### config.mk
export PLATFORM = sky130hd
export DESIGN_NAME = fat_volume_geometry_calc_unit
export DESIGN_NICKNAME = d
export VERILOG_FILES = /design/src/rtl/fvg_pkg.sv /design/src/rtl/fvg_div_iter.sv /design/src/rtl/fvg_div_pipe.sv /design/src/rtl/fat_volume_geometry_calc_unit.sv
export SDC_FILE = /design/constraint.sdc
export NUM_CORES = 2
export LEC_CHECK = 0
export BUFFER_PORTS_ARGS = -buffer_cell sky130_fd_sc_hd__buf_2
export CORE_UTILIZATION = 35
export DETAILED_ROUTE_END_ITERATION = 6
export GPL_ROUTABILITY_DRIVEN = 0
export GPL_TIMING_DRIVEN = 0
export PLACE_DENSITY = 0.49
export SLEW_MARGIN = 20
export SYNTH_ARGS = -nofsm -noshare
export SYNTH_HDL_FRONTEND = slang
export SYNTH_SLANG_ARGS = --single-unit
### constraint.sdc
create_clock -name i_clk -period 30.1 [get_ports i_clk]
set_input_delay 4.515 -clock i_clk [delete_from_list [all_inputs] [get_ports i_clk]]
set_output_delay 4.515 -clock i_clk [all_outputs]
set_load 0.03 [all_outputs]
### src/rtl/fvg_pkg.sv
// Package of the FAT volume geometry unit: widths, codes, FSM type, sideband struct.
// Depends on nothing; used by every module of the block.
package fvg_pkg;

    localparam int FVG_DIVD_W      = 32;
    localparam int FVG_BPS_W       = 13;
    localparam int FVG_SPC_W       = 8;
    localparam int FVG_CLUSTER_W   = 28;
    localparam int FVG_RDS_EXACT_W = 22;
    localparam int FVG_ROOT_W      = 24;
    localparam int FVG_DATA_W      = 25;
    localparam int FVG_OFF_W       = 12;
    localparam int FVG_IDX_W       = 3;
    localparam int FVG_DIV_BITS    = 4;
    localparam int FVG_ITER_CNT_W  = $clog2(FVG_DIVD_W + 1);

    localparam logic [31:0] FVG_FAT12_LIMIT = 32'd4085;
    localparam logic [31:0] FVG_FAT16_LIMIT = 32'd65525;
    localparam logic [12:0] FVG_RDS_SAT     = 13'd8191;
    localparam logic [12:0] FVG_OFF_SAT     = 13'd4095;

    localparam logic [1:0] KIND_FAT12 = 2'd0;
    localparam logic [1:0] KIND_FAT16 = 2'd1;
    localparam logic [1:0] KIND_FAT32 = 2'd2;

    localparam logic [1:0] STATUS_OK          = 2'd0;
    localparam logic [1:0] STATUS_LOW_CLUSTER = 2'd1;
    localparam logic [1:0] STATUS_FAT12_UNSUP = 2'd2;

    localparam logic [2:0] REG_BPS   = 3'd0;
    localparam logic [2:0] REG_SPC   = 3'd1;
    localparam logic [2:0] REG_RES   = 3'd2;
    localparam logic [2:0] REG_COPY  = 3'd3;
    localparam logic [2:0] REG_ROOTN = 3'd4;
    localparam logic [2:0] REG_TSIZE = 3'd5;
    localparam logic [2:0] REG_TOT16 = 3'd6;
    localparam logic [2:0] REG_TOT32 = 3'd7;

    typedef enum logic [2:0] {
        GEO_RDS_GO,
        GEO_RDS_WAIT,
        GEO_ROOT,
        GEO_DATA,
        GEO_CNT_GO,
        GEO_CNT_WAIT,
        GEO_READY
    } t_geo_state;

    // Per-item values that ride alongside the divider pipeline.
    typedef struct packed {
        logic        low_cluster;
        logic [31:0] start_sector;
    } t_side;

    // Handshake between the geometry sequencer and the shared divider.
    typedef struct packed {
        logic        start;
        logic [31:0] dividend;
        logic [12:0] divisor;
    } t_div_req;

endpackage

### src/rtl/fvg_div_iter.sv
// Iterative radix-2 divider, one quotient bit per cycle, for geometry setup.
// Depends on fvg_pkg.
module fvg_div_iter
    import fvg_pkg::*;
(
    input  logic                  i_clk,
    input  logic                  i_rst_n,
    input  t_div_req              i_req,
    output logic                  o_done,
    output logic [FVG_DIVD_W-1:0] o_quotient
);

    logic [FVG_ITER_CNT_W-1:0] r_cnt;
    logic                      r_busy;
    logic                      r_done;
    logic [FVG_DIVD_W-1:0]     r_q;
    logic [FVG_BPS_W-1:0]      r_rem;
    logic [FVG_BPS_W-1:0]      r_div;
    logic [FVG_BPS_W:0]        w_t;
    logic                      w_ge;

    assign w_t  = {r_rem, r_q[FVG_DIVD_W-1]};
    assign w_ge = (w_t >= {1'b0, r_div});

    always_ff @(posedge i_clk) begin
        if (!i_rst_n) begin
            r_busy <= 1'b0;
            r_done <= 1'b0;
            r_cnt  <= '0;
        end else begin
            r_done <= 1'b0;
            if (i_req.start) begin
                r_busy <= 1'b1;
                r_cnt  <= FVG_ITER_CNT_W'(FVG_DIVD_W);
            end else if (r_busy) begin
                r_cnt <= r_cnt - FVG_ITER_CNT_W'(1);
                if (r_cnt == FVG_ITER_CNT_W'(1)) begin
                    r_busy <= 1'b0;
                    r_done <= 1'b1;
                end
            end
        end
    end

    always_ff @(posedge i_clk) begin
        if (i_req.start) begin
            r_q   <= i_req.dividend;
            r_rem <= '0;
            r_div <= i_req.divisor;
        end else if (r_busy) begin
            r_q   <= {r_q[FVG_DIVD_W-2:0], w_ge};
            r_rem <= w_ge ? FVG_BPS_W'(w_t - {1'b0, r_div}) : w_t[FVG_BPS_W-1:0];
        end
    end

    assign o_done     = r_done;
    assign o_quotient = r_q;

endmodule

### src/rtl/fvg_div_pipe.sv
// Pipelined restoring divider, P_BITS quotient bits per stage, with sideband payload.
// Depends on fvg_pkg.
module fvg_div_pipe
    import fvg_pkg::*;
#(
    parameter int P_BITS = FVG_DIV_BITS
) (
    input  logic                  i_clk,
    input  logic                  i_rst_n,
    input  logic                  i_adv,
    input  logic                  i_valid,
    input  logic [FVG_DIVD_W-1:0] i_dividend,
    input  logic [FVG_BPS_W-1:0]  i_divisor,
    input  t_side                 i_side,
    output logic                  o_valid,
    output logic                  o_busy,
    output logic [FVG_DIVD_W-1:0] o_quotient,
    output logic [FVG_BPS_W-1:0]  o_remainder,
    output t_side                 o_side
);

    localparam int STAGES = FVG_DIVD_W / P_BITS;

    logic [STAGES-1:0]     r_vld;
    logic [FVG_DIVD_W-1:0] r_q   [STAGES];
    logic [FVG_BPS_W-1:0]  r_rem [STAGES];
    t_side                 r_side[STAGES];
    logic [FVG_DIVD_W-1:0] n_q   [STAGES];
    logic [FVG_BPS_W-1:0]  n_rem [STAGES];

    for (genvar s = 0; s < STAGES; s++) begin : g_stage
        logic [FVG_DIVD_W-1:0] w_in_q;
        logic [FVG_BPS_W-1:0]  w_in_rem;
        logic                  w_in_vld;
        t_side                 w_in_side;

        if (s == 0) begin : g_first
            assign w_in_q    = i_dividend;
            assign w_in_rem  = '0;
            assign w_in_vld  = i_valid;
            assign w_in_side = i_side;
        end else begin : g_next
            assign w_in_q    = r_q[s-1];
            assign w_in_rem  = r_rem[s-1];
            assign w_in_vld  = r_vld[s-1];
            assign w_in_side = r_side[s-1];
        end

        always_comb begin
            logic [FVG_BPS_W:0]    t;
            logic [FVG_BPS_W-1:0]  rem;
            logic [FVG_DIVD_W-1:0] q;
            rem = w_in_rem;
            q   = w_in_q;
            for (int k = 0; k < P_BITS; k++) begin
                t = {rem, q[FVG_DIVD_W-1]};
                if (t >= {1'b0, i_divisor}) begin
                    rem = FVG_BPS_W'(t - {1'b0, i_divisor});
                    q   = {q[FVG_DIVD_W-2:0], 1'b1};
                end else begin
                    rem = t[FVG_BPS_W-1:0];
                    q   = {q[FVG_DIVD_W-2:0], 1'b0};
                end
            end
            n_rem[s] = rem;
            n_q[s]   = q;
        end

        always_ff @(posedge i_clk) begin
            if (!i_rst_n) begin
                r_vld[s] <= 1'b0;
            end else if (i_adv) begin
                r_vld[s] <= w_in_vld;
            end
        end

        always_ff @(posedge i_clk) begin
            if (i_adv && w_in_vld) begin
                r_q[s]    <= n_q[s];
                r_rem[s]  <= n_rem[s];
                r_side[s] <= w_in_side;
            end
        end
    end

    assign o_valid     = r_vld[STAGES-1];
    assign o_busy      = |r_vld;
    assign o_quotient  = r_q[STAGES-1];
    assign o_remainder = r_rem[STAGES-1];
    assign o_side      = r_side[STAGES-1];

endmodule

### src/rtl/fat_volume_geometry_calc_unit.sv
// FAT volume geometry unit: takes one cluster number per cycle while the input is
// not stalled and reports the volume kind, region starts, the cluster's first
// sector and its table entry location. After reset and after every configuration
// write a setup sequencer recomputes the volume geometry with a shared bit-serial
// divider, holding the input stalled through two divisions (each a start step, the
// bit steps and a done step) and two add steps; configuration writes are taken
// only while that sequencer is done and no lookup is in flight, and the input is
// stalled in the cycle of a write. Each lookup then passes an input stage (cluster
// offset multiply), eight divider stages (four bits of byte-offset / sector-size
// each) and an output register; the input stage loads on the accepting edge, and
// one lookup per cycle is sustained while the output is not stalled. The whole
// pipeline advances when the output register is empty or taken, so a stall at the
// output holds every stage.
// Depends on fvg_pkg, fvg_div_iter and fvg_div_pipe.
module fat_volume_geometry_calc_unit
    import fvg_pkg::*;
#(
    parameter int P_DIV_BITS = FVG_DIV_BITS
) (
    input  logic                     i_clk,
    input  logic                     i_rst_n,
    // configuration write channel
    input  logic                     i_cfg_valid,
    output logic                     o_cfg_ready,
    input  logic [FVG_IDX_W-1:0]     i_cfg_index,
    input  logic [31:0]              i_cfg_data,
    // lookup input channel
    input  logic                     i_in_valid,
    output logic                     o_in_stall,
    input  logic [FVG_CLUSTER_W-1:0] i_in_cluster_number,
    // result channel
    output logic                     o_out_valid,
    input  logic                     i_out_stall,
    output logic [1:0]               o_out_volume_kind,
    output logic [31:0]              o_out_cluster_count,
    output logic [12:0]              o_out_root_sectors,
    output logic [FVG_ROOT_W-1:0]    o_out_root_dir_start,
    output logic [FVG_DATA_W-1:0]    o_out_data_region_start,
    output logic [31:0]              o_out_cluster_start_sector,
    output logic [31:0]              o_out_entry_sector,
    output logic [FVG_OFF_W-1:0]     o_out_entry_byte_offset,
    output logic [1:0]               o_out_status
);

    // Configuration registers.
    logic [FVG_BPS_W-1:0] r_bps;
    logic [FVG_SPC_W-1:0] r_spc;
    logic [15:0]          r_res;
    logic [7:0]           r_copies;
    logic [15:0]          r_root_n;
    logic [15:0]          r_tsize;
    logic [15:0]          r_tot16;
    logic [31:0]          r_tot32;

    // Derived geometry.
    logic [FVG_RDS_EXACT_W-1:0] r_rds;
    logic [FVG_ROOT_W-1:0]      r_root;
    logic [FVG_DATA_W-1:0]      r_data;
    logic [31:0]                r_count;
    logic [1:0]                 r_kind;

    t_geo_state r_state;
    t_geo_state n_state;
    t_div_req   w_req;
    logic       w_div_done;
    logic [31:0] w_div_q;
    logic       w_geo_ready;

    logic [FVG_BPS_W-1:0] w_bps_eff;
    logic [FVG_SPC_W-1:0] w_spc_eff;
    logic [31:0]          w_rds_num;
    logic [31:0]          w_total;
    logic [31:0]          w_data_secs;
    logic [FVG_ROOT_W-1:0] w_copy_prod;

    logic w_cfg_wr;
    logic w_adv;
    logic w_in_acc;
    logic w_pipe_busy;

    // Zero sizes count as one.
    assign w_bps_eff = (r_bps == '0) ? FVG_BPS_W'(1) : r_bps;
    assign w_spc_eff = (r_spc == '0) ? FVG_SPC_W'(1) : r_spc;

    assign w_cfg_wr = i_cfg_valid && o_cfg_ready;

    always_ff @(posedge i_clk) begin
        if (!i_rst_n) begin
            r_bps    <= FVG_BPS_W'(512);
            r_spc    <= FVG_SPC_W'(1);
            r_res    <= 16'd1;
            r_copies <= 8'd2;
            r_root_n <= 16'd512;
            r_tsize  <= 16'd0;
            r_tot16  <= 16'd0;
            r_tot32  <= 32'd0;
        end else if (w_cfg_wr) begin
            case (i_cfg_index)
                REG_BPS:   r_bps    <= i_cfg_data[FVG_BPS_W-1:0];
                REG_SPC:   r_spc    <= i_cfg_data[FVG_SPC_W-1:0];
                REG_RES:   r_res    <= i_cfg_data[15:0];
                REG_COPY:  r_copies <= i_cfg_data[7:0];
                REG_ROOTN: r_root_n <= i_cfg_data[15:0];
                REG_TSIZE: r_tsize  <= i_cfg_data[15:0];
                REG_TOT16: r_tot16  <= i_cfg_data[15:0];
                REG_TOT32: r_tot32  <= i_cfg_data;
                default: ;
            endcase
        end
    end

    // ---------------- geometry setup sequencer ----------------
    assign w_rds_num   = {11'd0, r_root_n, 5'd0} + {19'd0, w_bps_eff - FVG_BPS_W'(1)};
    assign w_copy_prod = {16'd0, r_copies} * {8'd0, r_tsize};
    assign w_total     = (r_tot16 != 16'd0) ? {16'd0, r_tot16} : r_tot32;
    assign w_data_secs = (w_total > {7'd0, r_data}) ? (w_total - {7'd0, r_data}) : 32'd0;

    always_comb begin
        n_state = r_state;
        case (r_state)
            GEO_RDS_GO:   n_state = GEO_RDS_WAIT;
            GEO_RDS_WAIT: if (w_div_done) n_state = GEO_ROOT;
            GEO_ROOT:     n_state = GEO_DATA;
            GEO_DATA:     n_state = GEO_CNT_GO;
            GEO_CNT_GO:   n_state = GEO_CNT_WAIT;
            GEO_CNT_WAIT: if (w_div_done) n_state = GEO_READY;
            GEO_READY:    if (w_cfg_wr) n_state = GEO_RDS_GO;
            default:      n_state = GEO_RDS_GO;
        endcase
    end

    always_comb begin
        w_req.start    = 1'b0;
        w_req.dividend = w_data_secs;
        w_req.divisor  = {5'd0, w_spc_eff};
        w_geo_ready    = 1'b0;
        case (r_state)
            GEO_RDS_GO: begin
                w_req.start    = 1'b1;
                w_req.dividend = w_rds_num;
                w_req.divisor  = w_bps_eff;
            end
            GEO_CNT_GO: w_req.start = 1'b1;
            GEO_READY:  w_geo_ready = 1'b1;
            default: ;
        endcase
    end

    always_ff @(posedge i_clk) begin
        if (!i_rst_n) begin
            r_state <= GEO_RDS_GO;
        end else begin
            r_state <= n_state;
        end
    end

    // Latch each geometry value as its step completes.
    always_ff @(posedge i_clk) begin
        if (r_state == GEO_RDS_WAIT && w_div_done) begin
            r_rds <= w_div_q[FVG_RDS_EXACT_W-1:0];
        end
        if (r_state == GEO_ROOT) begin
            r_root <= {8'd0, r_res} + w_copy_prod;
        end
        if (r_state == GEO_DATA) begin
            r_data <= {1'b0, r_root} + {3'd0, r_rds};
        end
        if (r_state == GEO_CNT_WAIT && w_div_done) begin
            r_count <= w_div_q;
            if (w_div_q < FVG_FAT12_LIMIT) begin
                r_kind <= KIND_FAT12;
            end else if (w_div_q < FVG_FAT16_LIMIT) begin
                r_kind <= KIND_FAT16;
            end else begin
                r_kind <= KIND_FAT32;
            end
        end
    end

    fvg_div_iter u_div_iter (
        .i_clk      (i_clk),
        .i_rst_n    (i_rst_n),
        .i_req      (w_req),
        .o_done     (w_div_done),
        .o_quotient (w_div_q)
    );

    // ---------------- lookup pipeline ----------------
    logic        r_s0_valid;
    logic        r_s0_low;
    logic [31:0] r_s0_prod;
    logic [31:0] r_s0_foff;
    logic [FVG_CLUSTER_W-1:0]            w_cm2;
    logic [FVG_CLUSTER_W+FVG_SPC_W-1:0] w_prod;
    t_side       w_side_in;
    t_side       w_side_out;
    logic        w_pv;
    logic [31:0] w_pq;
    logic [FVG_BPS_W-1:0] w_prem;
    logic        w_pbusy;

    // Advance everything when the output register is free or being taken.
    // Hold the input off in the cycle of a configuration write.
    assign w_adv       = !o_out_valid || !i_out_stall;
    assign o_in_stall  = !w_adv || !w_geo_ready || w_cfg_wr;
    assign w_in_acc    = i_in_valid && !o_in_stall;
    assign w_pipe_busy = r_s0_valid || w_pbusy || o_out_valid;
    assign o_cfg_ready = w_geo_ready && !w_pipe_busy;

    assign w_cm2  = i_in_cluster_number - FVG_CLUSTER_W'(2);
    assign w_prod = {{FVG_SPC_W{1'b0}}, w_cm2} * {{FVG_CLUSTER_W{1'b0}}, w_spc_eff};

    always_ff @(posedge i_clk) begin
        if (!i_rst_n) begin
            r_s0_valid <= 1'b0;
        end else if (w_adv) begin
            r_s0_valid <= w_in_acc;
        end
    end

    always_ff @(posedge i_clk) begin
        if (w_adv && w_in_acc) begin
            r_s0_low  <= (i_in_cluster_number < FVG_CLUSTER_W'(2));
            r_s0_prod <= w_prod[31:0];
            // FAT16 entries are two bytes, FAT32 four.
            r_s0_foff <= (r_kind == KIND_FAT16) ? {3'd0, i_in_cluster_number, 1'b0}
                                                : {2'd0, i_in_cluster_number, 2'd0};
        end
    end

    assign w_side_in.low_cluster  = r_s0_low;
    assign w_side_in.start_sector = r_s0_low ? 32'd0 : (r_s0_prod + {7'd0, r_data});

    fvg_div_pipe #(
        .P_BITS (P_DIV_BITS)
    ) u_div_pipe (
        .i_clk       (i_clk),
        .i_rst_n     (i_rst_n),
        .i_adv       (w_adv),
        .i_valid     (r_s0_valid),
        .i_dividend  (r_s0_foff),
        .i_divisor   (w_bps_eff),
        .i_side      (w_side_in),
        .o_valid     (w_pv),
        .o_busy      (w_pbusy),
        .o_quotient  (w_pq),
        .o_remainder (w_prem),
        .o_side      (w_side_out)
    );

    // Output register.
    logic                    r_out_valid;
    logic [31:0]             r_out_start;
    logic [31:0]             r_out_esec;
    logic [FVG_OFF_W-1:0]    r_out_eoff;
    logic [1:0]              r_out_status;

    always_ff @(posedge i_clk) begin
        if (!i_rst_n) begin
            r_out_valid <= 1'b0;
        end else if (w_adv) begin
            r_out_valid <= w_pv;
        end
    end

    always_ff @(posedge i_clk) begin
        if (w_adv && w_pv) begin
            r_out_start <= w_side_out.start_sector;
            if (r_kind == KIND_FAT12) begin
                r_out_esec <= 32'd0;
                r_out_eoff <= '0;
            end else begin
                r_out_esec <= {16'd0, r_res} + w_pq;
                r_out_eoff <= (w_prem > FVG_OFF_SAT) ? FVG_OFF_SAT[FVG_OFF_W-1:0]
                                                     : w_prem[FVG_OFF_W-1:0];
            end
            if (w_side_out.low_cluster) begin
                r_out_status <= STATUS_LOW_CLUSTER;
            end else if (r_kind == KIND_FAT12) begin
                r_out_status <= STATUS_FAT12_UNSUP;
            end else begin
                r_out_status <= STATUS_OK;
            end
        end
    end

    // Geometry fields hold still while any lookup is in flight.
    assign o_out_valid                = r_out_valid;
    assign o_out_volume_kind          = r_kind;
    assign o_out_cluster_count        = r_count;
    assign o_out_root_sectors         = (r_rds > {9'd0, FVG_RDS_SAT}) ? FVG_RDS_SAT
                                                                      : r_rds[12:0];
    assign o_out_root_dir_start       = r_root;
    assign o_out_data_region_start    = r_data;
    assign o_out_cluster_start_sector = r_out_start;
    assign o_out_entry_sector         = r_out_esec;
    assign o_out_entry_byte_offset    = r_out_eoff;
    assign o_out_status               = r_out_status;

endmodule

==> flow_metrics.py <==
metrics = {
    "run_status": {
        "status": "finished, final reports clean",
    },
    "floorplanning": {
        "fp.dieW_um": 463,
        "fp-row-count": 168,
        "io-pin-count": 245,
        "die_y_um": 463,
        "start_util": 0.353,
        "dieArea_mm2": 0.214,
        "core_area_mm2": 0.210,
    },
    "drt": {
        "met2_length_um": 104000,
        "drc": 0,
        "routed_wl_um": 220000,
        "wirelength_met1_um": 101000,
        "post_drt_wl_per_cell_um": 21.0,
        "drt_iter0_markers": 3813,
        "wl_met3_um": 8630,
        "drt_pass1_iterations": 5,
        "topRoutingLayerUsed": "met5",
        "via_per_inst": 5.21,
        "vias": 54396,
        "antenna_left": 0,
    },
    "synth": {
        "ys.flop_type": "edfxtp_1",
        "yosys-top-cells-area": "edfxtp_1 37%, ha_1 10%, fa_1 7.7%",
        "synth_cell_types": 98,
        "avgSynthCellArea_um2": 10.4,
        "synth_top_cell_by_area": "edfxtp_1",
        "synth-edff-count": 907,
        "synth_seq_cells": 1066,
        "async_flop_share": 0,
        "synth_area_mm2": 0.0743,
        "syn_inst": 7119,
        "yosys.area.top_type_share": 0.367,
        "yosysSeqAreaShare": 0.409,
        "ys_warn_count": 0,
    },
    "clock_network": {
        "clkTransAtPathRegs_ps": 60,
        "numCtsBuffers": 132,
        "hold_buffers": 0,
        "post_cts_buffers": 0,
        "cts_htree_levels": 4,
        "clockRootBuffer": "clkbuf_16",
        "clk_latency_ps": 800,
        "clkSinkCount": 1066,
        "cts_tree": "built",
        "cts_resized": 0,
        "cts_buffer_depth": 3,
    },
    "power": {
        "finalPower_mw": 3.41,
        "ir_drop_mv": 0.0639,
        "power_density_mw_per_mm2": 40.4,
        "p_leak_nw": 33.5,
    },
    "layout": {
        "most-common-layout-cells": "907 x edfxtp_1, 671 x nand2_1, 603 x ha_1",
        "final_common_cell": "edfxtp_1",
        "drive_gt1_frac": 0.106,
        "final_cells": 10439,
        "finish.net_count": 8486,
        "syn2layout_area_growth_pct": 13.7,
    },
    "timing": {
        "finalSetupTns_ps": 0,
        "whs_ps": 403,
        "setup_viol": 0,
        "min_period_over_period": 0.509,
        "rsz0062_at_grt": "no",
        "hold_viol_final": 0,
        "clock_skew_ps": 45.6,
        "drv_slew": 0,
        "max_freq_mhz": 65.3,
        "worst_pin_slew_ps": 1100,
        "period_needed_ps": 15310,
        "timing.max_slew.rel_slack": 0.263,
    },
    "setup_path": {
        "crit_type": "reg -> reg",
        "critical_path_arrival_ps": 15820,
        "worstPathRequired_ps": 30610,
        "critPathMaxFanout": 31,
        "slowest_delay_ps": 730,
        "critPathLaunchType": "flop",
        "cp_slowest_cell": "a31o_4",
        "cp_common_cell": "a21oi_1",
        "cp-end-kind": "flop",
    },
    "run": {
        "maxCapViolCount": 0,
    },
    "grt": {
        "grt_max_degree": 47,
        "globalRouteOverflowTotal": 0,
        "grt_pass1_vias": 53572,
        "grt_pass1_wl_um": 332000,
        "antenna_found_initial": 34,
        "grt_usage": 0.202,
    },
    "placed_design": {
        "dp.cells": 10199,
        "portBuffers": 235,
        "dp_hpwl_um": 170000,
    },
    "worst_hold_path": {
        "hp-class": "reg -> reg",
    },
}
[final timing paths]
path	start	to	slack, ps	cells after the start
max	r_bps[4]	u_div_pipe.r_rem[3][7]	14790	53
max reg2reg	r_bps[4]	u_div_pipe.r_rem[3][7]	14790	53
min reg2reg	u_div_pipe.r_side[6][3]	u_div_pipe.r_side[7][3]	400	0
min	u_div_pipe.r_side[6][3]	u_div_pipe.r_side[7][3]	400	0
[cell type report]
cell class | instances | area, µm²
Clock buffer | 164 | 3600
Inverter | 569 | 2160
Tap cell | 2805 | 3510
Buffer | 188 | 768
Multi-Input combinational cell | 5300 | 41100
Antenna cell | 5 | 12.5
Sequential cell | 1066 | 30400
Clock inverter | 71 | 910
Timing Repair Buffer | 271 | 2020
Fill cell | 20654 | 126000
[critical path, delay by kind of cell, from the launching register on]
kind                     cells  cell delay (ps)
AO/OA/AOI/OAI               29             8400
AND/OR/NAND/NOR              9             1710
adder cells (fa/ha/maj)      5             2060
buffers and inverters       10             2390
flip-flops                   1              370
[registers in the layout, indices dropped and copies added (netlist names), 22 cells and up]
name / flops
u_div_pipe.r_q: 249
o_out_entry_sector: 32
o_out_cluster_count: 32
r_rds: 22
o_out_cluster_start_sector: 32
o_out_root_dir_start: 24
u_div_pipe.r_side: 264
o_out_data_region_start: 25
r_tot32: 32
r_s0_foff: 29
r_s0_prod: 32
u_div_pipe.r_rem: 104
u_div_iter.o_quotient: 32
[power by group]
part | total (mW) | internal [mW] | switching [mW]
clock | 1.65 | 0.978 | 0.669
sequential | 1.61 | 1.60 | 0.0106
combinational | 0.160 | 0.0625 | 0.0973
total | 3.41 | 2.64 | 0.777
[synthesized netlist by cell type, drive strengths merged, types with 54 or more instances]
| master | count |
|---|---|
| a21boi | 100 |
| a21o | 172 |
| a21oi | 393 |
| and2 | 177 |
| and3 | 55 |
| clkbuf | 148 |
| dfxtp | 159 |
| edfxtp | 907 |
| fa | 287 |
| ha | 603 |
| inv | 568 |
| mux2 | 186 |
| mux2i | 134 |
| nand2 | 671 |
| nand2b | 71 |
| nand3 | 104 |
| nand4 | 78 |
| nor2 | 459 |
| nor2b | 174 |
| nor3 | 144 |
| o21a | 88 |
| o21ai | 329 |
| or3 | 54 |
| xnor2 | 304 |
| xor2 | 162 |
[routing by layer]
metal | GRT usage | vias to the layer above
li1 | - | 26352
met1 | 0.274 | 26565
met2 | 0.338 | 1167
met3 | 0.0262 | 304
met4 | 0.0521 | 8
met5 | 0 | -
[cell families after synthesis]
logic type                 synth area share
xor gates and xnor gates             0.0550
and+or+nand+nor                       0.138
adders and majority gates             0.179
buffers and inverters                0.0390
AOI/OAI and AO/OA                     0.133
DFF                                   0.409
other                             0.0000505
muxes                                0.0464
[stage by stage]
| stage | worst slack (ps) | utilization | area (µm²) |
|---|---|---|---|
| finish | 14790 | 0.402 | 84500 |
| CTS | 14900 | 0.402 | 84500 |
| global placement | 14380 | 0.376 | 79000 |
| floorplan | 18470 | - | 74300 |
| global route | 13720 | 0.402 | 84500 |
| detailed placement | 15020 | 0.380 | 79900 |
No activity file was read; power rests on OpenSTA's default activity.
